--- src/sv/gcbs_pkg.sv ---
// Shared types and constants for the glyph code binary search unit.
// No dependencies; every other file but gcbs_ram uses this package.
`timescale 1ns / 1ps
`default_nettype none

package gcbs_pkg;

  localparam int TABLE_DEPTH_DEF = 4096;  // default number of table slots
  localparam int SLOT_W          = 12;    // slot_index / glyph_index width
  localparam int CODE_W          = 16;    // character code width
  localparam int COUNT_CFG_W     = 13;    // entry_count register width
  localparam int QUEUE_DEPTH     = 2;     // words held between front and back

  typedef enum logic {
    CMD_WRITE  = 1'b0,
    CMD_LOOKUP = 1'b1
  } cmd_e;

  // One classified word as it travels from front to back.
  typedef struct packed {
    cmd_e                cmd;
    logic [SLOT_W-1:0]   slot;
    logic [CODE_W-1:0]   code;
  } entry_t;

endpackage

`default_nettype wire

--- src/sv/gcbs_fifo.sv ---
// Short word queue between the front and back parts.
// Depends on gcbs_pkg (entry_t).
`timescale 1ns / 1ps
`default_nettype none

module gcbs_fifo #(
  parameter int DEPTH = gcbs_pkg::QUEUE_DEPTH
) (
  input  wire logic             clk_i,
  input  wire logic             rst_ni,
  input  wire logic             push_i,
  input  gcbs_pkg::entry_t      push_data_i,
  input  wire logic             pop_i,
  output gcbs_pkg::entry_t      head_o,
  output logic                  empty_o,
  output logic                  full_o
);
  import gcbs_pkg::*;

  localparam int PW = (DEPTH > 1) ? $clog2(DEPTH) : 1;
  localparam int NW = $clog2(DEPTH + 1);

  entry_t          mem_q [DEPTH];
  logic [PW-1:0]   wr_ptr_q, wr_ptr_d;
  logic [PW-1:0]   rd_ptr_q, rd_ptr_d;
  logic [NW-1:0]   cnt_q, cnt_d;
  logic            do_push, do_pop;

  assign empty_o = (cnt_q == '0);
  assign full_o  = (cnt_q == NW'(DEPTH));
  assign head_o  = mem_q[rd_ptr_q];
  assign do_push = push_i && !full_o;
  assign do_pop  = pop_i && !empty_o;

  always_comb begin
    wr_ptr_d = wr_ptr_q;
    rd_ptr_d = rd_ptr_q;
    cnt_d    = cnt_q;
    if (do_push) begin
      wr_ptr_d = (wr_ptr_q == PW'(DEPTH - 1)) ? '0 : wr_ptr_q + 1'b1;
    end
    if (do_pop) begin
      rd_ptr_d = (rd_ptr_q == PW'(DEPTH - 1)) ? '0 : rd_ptr_q + 1'b1;
    end
    if (do_push && !do_pop) begin
      cnt_d = cnt_q + 1'b1;
    end else if (do_pop && !do_push) begin
      cnt_d = cnt_q - 1'b1;
    end
  end

  always_ff @(posedge clk_i or negedge rst_ni) begin
    if (!rst_ni) begin
      wr_ptr_q <= '0;
      rd_ptr_q <= '0;
      cnt_q    <= '0;
    end else begin
      wr_ptr_q <= wr_ptr_d;
      rd_ptr_q <= rd_ptr_d;
      cnt_q    <= cnt_d;
    end
  end

  always_ff @(posedge clk_i) begin
    if (do_push) begin
      mem_q[wr_ptr_q] <= push_data_i;
    end
  end

endmodule

`default_nettype wire

--- config.mk ---
export PLATFORM = sky130hd
export DESIGN_NAME = gcbs_fifo
export DESIGN_NICKNAME = d
export VERILOG_FILES = /design/src/sv/gcbs_pkg.sv /design/src/sv/gcbs_fifo.sv
export SDC_FILE = /design/constraint.sdc
export NUM_CORES = 1
export LEC_CHECK = 0
export ABC_CLOCK_PERIOD_IN_PS = 4350
export BUFFER_PORTS_ARGS = -buffer_cell sky130_fd_sc_hd__buf_2
export CELL_PAD_IN_SITES_DETAIL_PLACEMENT = 0
export CELL_PAD_IN_SITES_GLOBAL_PLACEMENT = 1
export CORE_MARGIN = 2
export CORE_UTILIZATION = 47
export CTS_BUF_LIST = sky130_fd_sc_hd__clkbuf_16
export CTS_CLUSTER_SIZE = 12
export DETAILED_ROUTE_END_ITERATION = 7
export PLACE_DENSITY = 0.88
export SLEW_MARGIN = 20
export SYNTH_ARGS = -nofsm -noshare
export SYNTH_HDL_FRONTEND = slang
export SYNTH_SLANG_ARGS = --single-unit
--- constraint.sdc ---
create_clock -name clk_i -period 4.35 [get_ports clk_i]
set_clock_uncertainty 0.05 [all_clocks]
set_input_delay 1.305 -clock clk_i [delete_from_list [all_inputs] [get_ports clk_i]]
set_output_delay 1.305 -clock clk_i [all_outputs]
set_load 0.01 [all_outputs]
# Yosys cells after proc, flatten, opt, wreduce, memory -nomap -nowiden

Memory sizes are Yosys's and may differ from the RTL's.
Index checks and enable logic that the tools add are counted.

Register bits after elaboration: 4
Bits in latches: 0
RAM bits: 58
Bits in read-only memories: 0
Input port bits: 33
Output and inout bits: 31
Memories: 1

Add/subtract/negate cells: 4
$mul: 0
Divide/modulo/power cells: 0
Magnitude comparators: 0
Equality and inequality tests: 1
Shift operators: 0
Muxes and demuxes: 6
Bitwise operators: 0
Reductions and logical operators: 10

Memories:

| memory | words | width | rd ports | clocked after memory_dff | wr ports | RTL line        | RTL |
|---|---|---|---|---|---|---|---|
| mem_q  | 2     | 29    | 1        | 0                        | 1        | gcbs_fifo.sv:23 | `entry_t mem_q [DEPTH];` |

Operators by type and width:

| cell                                             | number |
|---|---|
| logical AND 1 bit                                | 4 |
| logical NOT 1 bit                                | 4 |
| two-way mux 1 bit                                | 4 |
| two-way mux 2 bit                                | 2 |
| adder 1 bit, second input constant               | 2 |
| adder 2 x 1 -> 2 bit, second input constant      | 1 |
| equality test 2 bit, second input constant       | 1 |
| logical NOT 2 bit                                | 1 |
| nonzero test 2 bit                               | 1 |
| subtractor 2 x 1 -> 2 bit, second input constant | 1 |

# Logic depth before layout (Yosys ltp)

Gate-level depths: netlist (run 1).

Depth after elaboration: 7
Depth in mapped cells: 7
Mapped depth without buffers: 7

# Worst setup path before layout (run 1)

No wires, ideal clock.

Kind: input to register
From: input port push_i
To: memory mem_q[0][0] (netlist bit) (enable)
Library setup time: 0.415 ns
Arrival time: 2.625 ns
Data required time: 3.885 ns
Setup slack: 1.261 ns
Stages on the path: 2
Cells stage by stage: nand2_1 > nor2_1

Longest elaborated chain between the ends: 3

RTL lines:

| element                                 | RTL line        | RTL |
|---|---|---|
| from (decl)                             | gcbs_fifo.sv:11 | `input wire logic push_i,` |
| logical AND 1 bit                       | gcbs_fifo.sv:32 | `assign do_push = push_i && !full_o;` |
| two-way mux 1 bit                       | gcbs_fifo.sv:65 | `if (do_push) begin` |
| two-way mux 1 bit (not written as such) | gcbs_fifo.sv:66 | `mem_q[wr_ptr_q] <= push_data_i;` |
| to (decl)                               | gcbs_fifo.sv:23 |  |

Every way passes these cells.

==> results by group, run 1 <==
Run status
  • Status: completed

Layout
  • Fillers: 390
  • Number of antenna diodes: 0
  • Fin nets: approximately 220
  • Area taken by multi-input logic gates: roughly 530 um2
  • Layout area overhead: 26.5%
  • Layout cell share with drive strength beyond 1: 57.0%
  • Commonest non-fill, non-tap cell in the layout: buf_2
  • Register area: 1840 um2
  • Most frequent cells in the layout: buf_2 (63), edfxtp_1 (58), mux2_4 (29), clkbuf_16 (9), inv_1 (5)

CTS
  • TritonCTS buffer count: 9
  • CTS tree: built
  • H-tree depth: 3
  • Clock latency on the worst-skew pair: 0.31 ns
  • Worst-path clk slew: 0.05 ns
  • CTS Buffer Depth: 2
  • Hold bufs inserted after CTS: 0
  • Clk root buf: clkbuf_16
  • Clock Sinks: 62
  • Post-cts sizing count: 0
  • Number of setup buffers added after CTS: 0

Worst setup path
  • Reg-to-Reg Start: cnt_q[0]
  • CP max FO: 30
  • CP Capture Type: primary output
  • Crit Path Class: reg2out
  • CP arrival: 1.80 ns
  • Startpoint types: flip-flop
  • Req. time, crit path: 2.99 ns
  • Crit. Startpoint: rd_ptr_q

Pwr
  • Pint: 0.00154 W
  • Combinational share of power: 28.1%
  • Clock power share: 27.3%
  • Net Switching: 0.000582 W
  • Sequential share of power: 44.6%
  • Peak VDD IR: 465 uV
  • Pwr Total: 0.00212 W
  • LEAKAGE: 1.27 nW
  • Power density cells: 696 nW/um2
  • Sw frac: a little over a quarter

Logic synthesis
  • Adder-cell share of the synthesized area: 0.520%
  • Synth Area in XOR/XNOR: 1.82%
  • Syn Area/Cell: 22.1 um2
  • Distinct cells, synth: 13
  • Yosys warnings: 0
  • Simple-Gate Fraction of Synth Area: 1.14%
  • Sequential element share of the synthesized area: 76.5%
  • Post-synthesis register bit count: 62
  • Synthesized netlist cell count: 109
  • Compound-cell area share of the yosys netlist: 0.208%
  • Cell Area, Synth: 2410 um2
  • Syn_nets: approximately 140
  • Mux contribution to synthesized area: between 10% and 20%
  • Largest family of logic cells by synthesized area: multiplexers

Placed design
  • Place WS: between 1.5 and 2 ns
  • GP Congestion: 0.712
  • Detailed placement HPWL: 2630 um
  • I/O Buffers: 63

Routing
  • Pre-antenna DRT Iters: 4
  • Met2 WL: 2060 um
  • Highest metal used: met4
  • Iter 0 DRT Violations: 68
  • Vias: 1182
  • Mean routed wirelength per cell: ~15 um
  • WL final: 3810 um
  • Wire length on met1: 1480 um
  • Drc violations: 0
  • Met3 routed WL: a little over 200 um
  • Vias per inst: between 4 and 5
  • Antenna viol nets, final: 0

GRT
  • Initial antenna violation count: 0
  • Vias in the first global route: between 1000 and 1500
  • Global-route wire length before repair: approximately 5400 um
  • Total track usage: about 14%
  • Overflow after GRT: 0
  • Pin count of the biggest net entering global routing: 31

Floorplanning
  • Initial core utilization: 48.1%
  • Die height: 75.6 um
  • Die X: 75.6 um
  • Rows: 26
  • Die ar.: 5710 um2
  • Core area: 5010 um2
  • I/O pin count: 64

STA
  • Max Fclk: roughly 0.32 GHz
  • Fin. Hold Viols: 0
  • Slew Limit Headroom: a little under two fifths
  • Setup tns final: 0 ns
  • Setup-failing EPs final: 0
  • Min Tclk post-route: 3.15 ns
  • Max Slew Vio Count: 0
  • Slew @ Worst Pin: slightly above 0.9 ns
  • Final WS setup: 1.20 ns
  • RSZ-0062 raised after global routing: false
  • WHS: 0.482 ns
  • Period utilization: 72.4%

Hold path
  • Worst hold-check path type: reg2reg
  • Hold Startpoint: cnt_q[1]

Run
  • Max cap viols: 0
[final cells by class]
| type | count | share of cell area (%) |
|---|---|---|
| Timing Repair Buffer | 65 | 10.9 |
| Multi-Input combinational cell | 42 | 17.3 |
| Clock buffer | 9 | 7.40 |
| Tap cell | 70 | 2.88 |
| Sequential cell | 62 | 60.5 |
| Clock inverter | 6 | 0.781 |
| Inverter | 2 | 0.247 |
[layer usage]
metal  global-route usage, %  vias to the layer above
met5                       0                        -
met3                    4.89                        6
met2                    23.9                       38
met4                    8.77                        0
li1                        -                      569
met1                    14.5                      569
[critical path, cell delays in order, from the launching register on]
cell	delay, ns
dfrtp_2	0.97
mux2_4	0.36
buf_2	0.14
[power groups by stage]
stage          combinational [W]  clock (W)  sequential (W)
3_5_place_dp            0.000605          0        0.000956
5_1_grt                 0.000639   0.000619        0.000961
2_1_floorplan           0.000492          0        0.000874
3_3_place_gp            0.000587          0        0.000942
4_1_cts                 0.000606   0.000596        0.000947
6_report                0.000595   0.000579        0.000944
[cells in the mapped netlist]
| cell type | n | area (um2) |
|---|---|---|
| mux2_4 | 29 | 435 |
| nor2_1 | 3 | 11.3 |
| o21ai_1 | 1 | 5.00 |
| nand2b_1 | 1 | 6.26 |
| ha_1 | 1 | 12.5 |
| inv_1 | 2 | 7.51 |
| edfxtp_1 | 58 | 1740 |
| dfrtp_1 | 4 | 100 |
| and3_1 | 1 | 6.26 |
| nand2_1 | 1 | 3.75 |
| xnor2_1 | 3 | 26.3 |
| xor2_1 | 2 | 17.5 |
| buf_6 | 3 | 33.8 |
[flip-flops by register name (all words and copies together), names as in the netlist]
signal / count
wr_ptr_q: 1
cnt_q: 2
mem_q: 58
rd_ptr_q: 1
[through the flow]
stage | utilization [%] | area (um2) | cells
floorplan | - | 2410 | 109
global placement | 55.8 | 2800 | 241
detailed placement | 55.8 | 2800 | 241
CTS | 60.8 | 3040 | 256
global route | 60.8 | 3040 | 256
finish | 60.8 | 3040 | 256
[final timing paths]
check / slack [ns] / endpoint / cells past startpoint
setup / recovery: 1.20 / head_o[2] / 2
hold / removal: 0.48 / cnt_q[1] / 1
setup reg to reg: 2.75 / mem_q[0][12] / 4
hold reg to reg: 0.48 / cnt_q[1] / 1
max in group asynchronous: 3.37 / rd_ptr_q / 1
min in group asynchronous: 0.74 / wr_ptr_q / 1
[logic make-up (layout without fill, tap and decap cells)]
group | after synthesis | after routing
flops | 62 | 62
mux | 29 | 29
simple gates | 6 | 6
xor+xnor | 5 | 5
buf+inv | 5 | 82
fa+ha+maj | 1 | 1
compound gates | 1 | 1
No activity file was read; power rests on OpenSTA's default activity.
==> run 2: changes to the inputs <==
--- a/config.mk
+++ b/config.mk
@@ -5,16 +5,16 @@
 export SDC_FILE = /design/constraint.sdc
 export NUM_CORES = 1
 export LEC_CHECK = 0
-export ABC_CLOCK_PERIOD_IN_PS = 4350
+export ABC_CLOCK_PERIOD_IN_PS = 3200
 export BUFFER_PORTS_ARGS = -buffer_cell sky130_fd_sc_hd__buf_2
 export CELL_PAD_IN_SITES_DETAIL_PLACEMENT = 0
 export CELL_PAD_IN_SITES_GLOBAL_PLACEMENT = 1
 export CORE_MARGIN = 2
-export CORE_UTILIZATION = 47
+export CORE_UTILIZATION = 44
 export CTS_BUF_LIST = sky130_fd_sc_hd__clkbuf_16
 export CTS_CLUSTER_SIZE = 12
 export DETAILED_ROUTE_END_ITERATION = 7
-export PLACE_DENSITY = 0.88
+export PLACE_DENSITY = 0.84
 export SLEW_MARGIN = 20
 export SYNTH_ARGS = -nofsm -noshare
 export SYNTH_HDL_FRONTEND = slang
==> constraint.sdc (replaced) <==
create_clock -name clk_i -period 3.2 [get_ports clk_i]
set_clock_uncertainty 0.05 [all_clocks]
set_input_delay 0.96 -clock clk_i [delete_from_list [all_inputs] [get_ports clk_i]]
set_output_delay 0.96 -clock clk_i [all_outputs]
set_load 0.01 [all_outputs]
==> results by group, run 2 (synthesis results as in run 1) <==
Run status
  • Status: completed

STA
  • Slew @ Worst Pin: 0.529 ns (-0.398 ns)
  • Max Slew Vio Count: 0 (unchanged)
  • RSZ-0062 raised after global routing: false
  • Max Fclk: 0.385 GHz
  • Final WS setup: 0.601 ns (-0.599 ns)
  • Setup tns final: 0 ns (unchanged)
  • Setup-failing EPs final: 0 (unchanged)
  • Min Tclk post-route: 2.60 ns
  • Period utilization: 81.2%
  • Slew Limit Headroom: 64.7% (+27 points)
  • Fin. Hold Viols: 0 (unchanged)

CTS
  • TritonCTS buffer count: 9 (unchanged)
  • Clock latency on the worst-skew pair: 0.31 ns (about the same)
  • H-tree depth: 3 (unchanged)
  • Number of setup buffers added after CTS: 0 (unchanged)
  • CTS Buffer Depth: 2 (unchanged)
  • Post-cts sizing count: 0 (unchanged)
  • CTS tree: built
  • Clk root buf: clkbuf_16
  • Worst-path clk slew: 0.05 ns (about the same)
  • Clock Sinks: 62 (unchanged)
  • Hold bufs inserted after CTS: 0 (unchanged)

Layout
  • Largest register FFs: 58 (unchanged)
  • Largest Register: mem_q
  • Post-Layout Inst Area: 3070 um2 (+0.82%)
  • Number of antenna diodes: 0 (unchanged)
  • Fin nets: 217 (+0.46%)
  • Commonest non-fill, non-tap cell in the layout: buf_2
  • Layout cell share with drive strength beyond 1: 57.4% (+0.46 points)
  • Biggest regs: mem_q (58), cnt_q (2)
  • Layout area overhead: 27.5%
  • Most frequent cells in the layout: buf_2 (63), edfxtp_1 (58), mux2_4 (29), clkbuf_16 (9), inv_1 (6)

Worst setup path
  • CP max FO: 22 (-27%)
  • Crit Path Class: reg2out
  • Req. time, crit path: 2.19 ns (-0.80 ns)
  • CP arrival: 1.59 ns (-0.21 ns)
  • CP Capture Type: primary output
  • Startpoint types: flip-flop

Placed design
  • I/O Buffers: 63 (unchanged)
  • DP Area: 2820 um2 (+0.72%)
  • GP Congestion: 0.634 (-11%)
  • Detailed placement HPWL: 2910 um (+11%)
  • Place WS: 0.870 ns (-0.658 ns)

Pwr
  • Peak VDD IR: 481 uV (+3.3%)
  • Power density cells: 950 nW/um2 (+37%)
  • LEAKAGE: 1.29 nW (+1.3%)

Floorplanning
  • I/O pin count: 64 (unchanged)
  • Rows: 26 (unchanged)
  • Initial core utilization: 46.3% (-1.8 points)
  • Die height: 78.0 um (+3.2%)
  • Core area: 5200 um2 (+3.9%)
  • Die X: 78.0 um (+3.2%)
  • Die ar.: 6080 um2 (+6.5%)

GRT
  • Total track usage: 14.9% (+1.0 points)
  • Global-route wire length before repair: 6500 um (+21%)
  • Vias in the first global route: 1294 (+9.5%)
  • Pin count of the biggest net entering global routing: 23 (-26%)
  • Overflow after GRT: 0 (unchanged)
  • Initial antenna violation count: 0 (unchanged)

Routing
  • Antenna viol nets, final: 0 (unchanged)
  • Iter 0 DRT Violations: 87 (+28%)
  • Vias per inst: 4.67 (+1.2%)
  • Drc violations: 0 (unchanged)
  • Vias: 1205 (+1.9%)
  • WL final: 4060 um (+6.5%)
  • Pre-antenna DRT Iters: 4 (unchanged)
  • Mean routed wirelength per cell: 15.7 um (+5.7%)

Hold path
  • Worst hold-check path type: in2async

Run
  • Max cap viols: 0 (unchanged)
## run 2: cell types whose count changed in the layout (fill, tap and decap cells not counted)
| cell | delta |
|---|---|
| buf_12 | +1 |
| clkinv_1 | -1 |
| clkinv_2 | +1 |
| inv_1 | +1 |
## run 2: path summary, 6_finish.rpt
kind	from	to	slack, ns	cells after the start
setup / recovery	rd_ptr_q	head_o[4]	0.60	3
max in group asynchronous	rst_ni	rd_ptr_q	2.57	1
setup reg to reg	cnt_q[0]	mem_q[0][4]	1.31	4
hold reg to reg	wr_ptr_q	wr_ptr_q	0.47	1
min in group clk_i	wr_ptr_q	wr_ptr_q	0.47	1
hold / removal	rst_ni	cnt_q[0]	0.39	1
## run 2: layout make-up
type                       count  area, um2
clock buffer                   9        225
inverter                       2       7.51
sequential                    62       1840
multi-input combinational     42        527
fill                         422       2140
tap                           70       87.6
timing repair buffer          66        350
clock inverter                 7       28.8
## run 2: power by group
group	switching (W)	internal (W)
logic	0.000419	0.000482
registers	0.0000988	0.00112
clock network	0.000292	0.000504
total	0.000810	0.00210
## run 2: critical path, stage by stage (launching register included)
cell     delay, ns
dfrtp_2       0.55
buf_12        0.25
mux2_4        0.32
buf_2         0.14
## run 2: per-stage QoR
step           power, W  hold slack, ns  util, %  std cells
4_1_cts         0.00296           0.384     59.0        258
3_5_place_dp    0.00215           0.472     54.1        242
2_1_floorplan   0.00186           0.411        -        109
6_report        0.00291           0.394     59.0        258
3_3_place_gp    0.00211           0.448     54.1        242
5_1_grt         0.00307           0.382     59.0        258
## run 2: layer usage
| layer | GRT usage (%) | vias to the layer above | part of all wire, % |
|---|---|---|---|
| met4 | 7.37 | 0 | 0.84 |
| met1 | 16.3 | 593 | 40 |
| met3 | 6.63 | 4 | 6.1 |
| met5 | 0 | - | 0 |
| met2 | 24.7 | 42 | 53 |
| li1 | - | 566 | - |
==> run 3: changes to the inputs <==
--- a/config.mk
+++ b/config.mk
@@ -5,16 +5,17 @@
 export SDC_FILE = /design/constraint.sdc
 export NUM_CORES = 1
 export LEC_CHECK = 0
-export ABC_CLOCK_PERIOD_IN_PS = 3200
+export ABC_AREA = 1
+export ABC_CLOCK_PERIOD_IN_PS = 2500
 export BUFFER_PORTS_ARGS = -buffer_cell sky130_fd_sc_hd__buf_2
 export CELL_PAD_IN_SITES_DETAIL_PLACEMENT = 0
 export CELL_PAD_IN_SITES_GLOBAL_PLACEMENT = 1
 export CORE_MARGIN = 2
-export CORE_UTILIZATION = 44
+export CORE_UTILIZATION = 40
 export CTS_BUF_LIST = sky130_fd_sc_hd__clkbuf_16
 export CTS_CLUSTER_SIZE = 12
 export DETAILED_ROUTE_END_ITERATION = 7
-export PLACE_DENSITY = 0.84
+export PLACE_DENSITY = 0.83
 export SLEW_MARGIN = 20
 export SYNTH_ARGS = -nofsm -noshare
 export SYNTH_HDL_FRONTEND = slang
==> constraint.sdc (replaced) <==
create_clock -name clk_i -period 2.5 [get_ports clk_i]
set_clock_uncertainty 0.05 [all_clocks]
set_input_delay 0.75 -clock clk_i [delete_from_list [all_inputs] [get_ports clk_i]]
set_output_delay 0.75 -clock clk_i [all_outputs]
set_load 0.01 [all_outputs]
==> results by group, run 3 <==
Hold path
  • Worst hold-check path type: in2async

GRT
  • Initial antenna violation count: 0 (unchanged)
  • Global-route wire length before repair: 6370 um (-2.0%)
  • Pin count of the biggest net entering global routing: 31 (+35%)
  • Total track usage: 13.9% (-1.0 points)
  • Vias in the first global route: 1407 (+8.7%)
  • Overflow after GRT: 0 (unchanged)

STA
  • Setup tns final: 0 ns (unchanged)
  • Max Fclk: about 0.45 GHz
  • Fin. Hold Viols: 0 (unchanged)
  • Slew Limit Headroom: 64.3% (-0.41 points)
  • Setup-failing EPs final: 0 (unchanged)
  • Period utilization: 89.0%
  • RSZ-0062 raised after global routing: false
  • Slew @ Worst Pin: 0.529 ns (+0.000483 ns)
  • Max Slew Vio Count: 0 (unchanged)
  • Min Tclk post-route: 2.22 ns

Floorplanning
  • I/O pin count: 64 (unchanged)
  • Rows: 27 (+3.8%)
  • Die ar.: 6460 um2 (+6.2%)
  • Core area: 5570 um2 (+7.1%)
  • Initial core utilization: 41.8% (-4.4 points)
  • Die height: 80.4 um (+3.1%)
  • Die X: 80.4 um (+3.1%)

CTS
  • Clock Sinks: 62 (unchanged)
  • Hold bufs inserted after CTS: 0 (unchanged)
  • H-tree depth: 3 (unchanged)
  • TritonCTS buffer count: 9 (unchanged)
  • CTS tree: built
  • Clk root buf: clkbuf_16
  • Number of setup buffers added after CTS: 0 (unchanged)
  • Worst-path clk slew: 0.05 ns (about the same)
  • Clock latency on the worst-skew pair: 0.31 ns (about the same)
  • Post-cts sizing count: 0 (unchanged)
  • CTS Buffer Depth: 2 (unchanged)

Logic synthesis
  • Synth cell count leaders: nand2_1 (96), edfxtp_1 (58), inv_1 (7), buf_2 (6), dfrtp_1 (4)
  • Distinct cells, synth: 15 (+2)
  • Syn_nets: 217 (+52%)
  • Syn Area/Cell: 12.7 um2 (-42%)
  • Number of synthesized flops with an enable pin: 58 (unchanged)
  • Post-synthesis register bit count: 62 (unchanged)
  • Yosys warnings: 0 (unchanged)
  • Sequential element share of the synthesized area: 79.0% (+2.5 points)
  • Cell Area, Synth: 2330 um2 (-3.1%)
  • Post-synth top area share: 74.7% (+2.3 points)
  • Async SR Flop Fraction: 6.45% (unchanged)
  • Synth area leaders: edfxtp_1 (75%), nand2_1 (15%), dfrtp_1 (4.3%), buf_2 (1.3%), inv_1 (1.1%)
  • Top FF cell, synth: edfxtp_1
  • Yosys top cell by area: edfxtp_1
  • Synthesized netlist cell count: 183 (+68%)
  • Count leader, synth: nand2_1

Placed design
  • GP Congestion: 0.744 (+17%)
  • I/O Buffers: 63 (unchanged)
  • Detailed placement HPWL: 2530 um (-13%)
  • Placed cell count: 317 (+31%)

Routing
  • Vias: 1457 (+21%)
  • Pre-antenna DRT Iters: 4 (unchanged)
  • Mean routed wirelength per cell: 11.7 um (-25%)
  • Iter 0 DRT Violations: 47 (-46%)
  • Antenna viol nets, final: 0 (unchanged)
  • WL final: 3900 um (-3.8%)
  • Vias per inst: 4.38 (-6.3%)
  • Drc violations: 0 (unchanged)

Pwr
  • Pwr Total: 0.00364 W (+25%)
  • Peak VDD IR: 668 uV (+39%)
  • Power density cells: 1210 nW/um2 (+27%)
  • LEAKAGE: 1.35 nW (+4.7%)

Worst setup path
  • Startpoint types: flip-flop
  • CP Capture Type: primary output
  • Worst R2R End: mem_q[1][6]
  • CP arrival: 1.42 ns (-0.17 ns)
  • Reg2Reg Depth: 3 (-1)
  • CP max FO: 30 (+36%)
  • Reg-to-Reg Start: cnt_q[0]
  • Crit Path Class: reg2out
  • Worst reg2reg setup slack: 0.99 ns (-0.32 ns)
  • Req. time, crit path: 1.70 ns (-0.49 ns)

Run
  • Max cap viols: 0 (unchanged)

Layout
  • Largest Register: mem_q
  • Largest register FFs: 58 (unchanged)
  • Layout cell share with drive strength beyond 1: 32.6% (-25 points)
  • Fin cells: 333 (+29%)
  • Fin nets: 290 (+34%)
  • Layout area overhead: 29.1%
  • Commonest non-fill, non-tap cell in the layout: nand2_1
  • Number of antenna diodes: 0 (unchanged)
  • Most frequent cells in the layout: nand2_1 (96), buf_2 (63), edfxtp_1 (58), inv_1 (9), clkbuf_16 (9)
  • Biggest regs: mem_q (58), cnt_q (2)

Run status
  • Status: completed
[run 3: cell types whose count changed in the layout (fill, tap and decap cells not counted), moves of 2 or more]
cell / before / now
nand2_1: 1 / 96
mux2_4: 29 / 0
buf_4: 2 / 5
inv_1: 6 / 9
xnor2_1: 3 / 1
xor2_1: 2 / 0
[run 3: cell families after synthesis]
family	after synthesis	synth area share (%)
XOR/XNOR	1	0.376
adder cells (fa/ha/maj)	1	0.536
buffers and inverters	14	2.58
flip-flops	62	79.0
AND/OR/NAND/NOR	103	17.1
AO/OA/AOI/OAI	2	0.429
[run 3: through the flow]
stage / setup slack, ns / cell area (um2) / utilization [%] / hold slack, ns
6_report: 0.275 / 3010 / 54.0 / 0.182
5_1_grt: 0.0922 / 3010 / 54.0 / 0.176
4_1_cts: 0.257 / 3010 / 54.0 / 0.170
3_5_place_dp: 0.600 / 2750 / 49.4 / 0.427
3_3_place_gp: 0.612 / 2750 / 49.4 / 0.413
2_1_floorplan: 0.410 / 2330 / - / 0.399
[run 3: layout make-up]
type                       instances  area, um2
clock inverter                     7       33.8
sequential                        62       1840
fill                             484       2560
timing repair buffer              68        353
tap                               72       90.1
clock buffer                       9        225
multi-input combinational        107        438
inverter                           8       30.0
[run 3: routing by layer]
metal / share of wire [%] / global-route usage, % / vias up / routed length [um]
met5: 0 / 0 / - / 0
met4: 0.97 / 6.61 / 0 / 38
met3: 5.8 / 5.39 / 4 / 228
met2: 50 / 22.2 / 46 / 1960
met1: 43 / 16.5 / 653 / 1680
li1: - / - / 754 / -
[run 3: critical path: stages, from the launching register on]
cell and delay [ns]:
dfrtp_1 0.38, inv_2 0.40, nand2_1 0.13, nand2_1 0.08
buf_2 0.12
[run 3: worst max-delay path by stage]
stage               startpoint          end  slack (ns)  cells after the start
detailed placement    rd_ptr_q   head_o[22]        0.60                      4
global route          rd_ptr_q   head_o[16]        0.09                      4
global placement      rd_ptr_q   head_o[26]        0.61                      4
finish                rd_ptr_q   head_o[22]        0.28                      4
floorplan               push_i  mem_q[1][0]        0.41                      2
CTS                   rd_ptr_q   head_o[22]        0.26                      4
[run 3: where the power goes]
part / internal (W) / switching (W) / total, W
registers: 0.00142 / 0.0000749 / 0.00150
logic: 0.000389 / 0.000711 / 0.00110
clock network: 0.000651 / 0.000387 / 0.00104
total: 0.00246 / 0.00117 / 0.00364
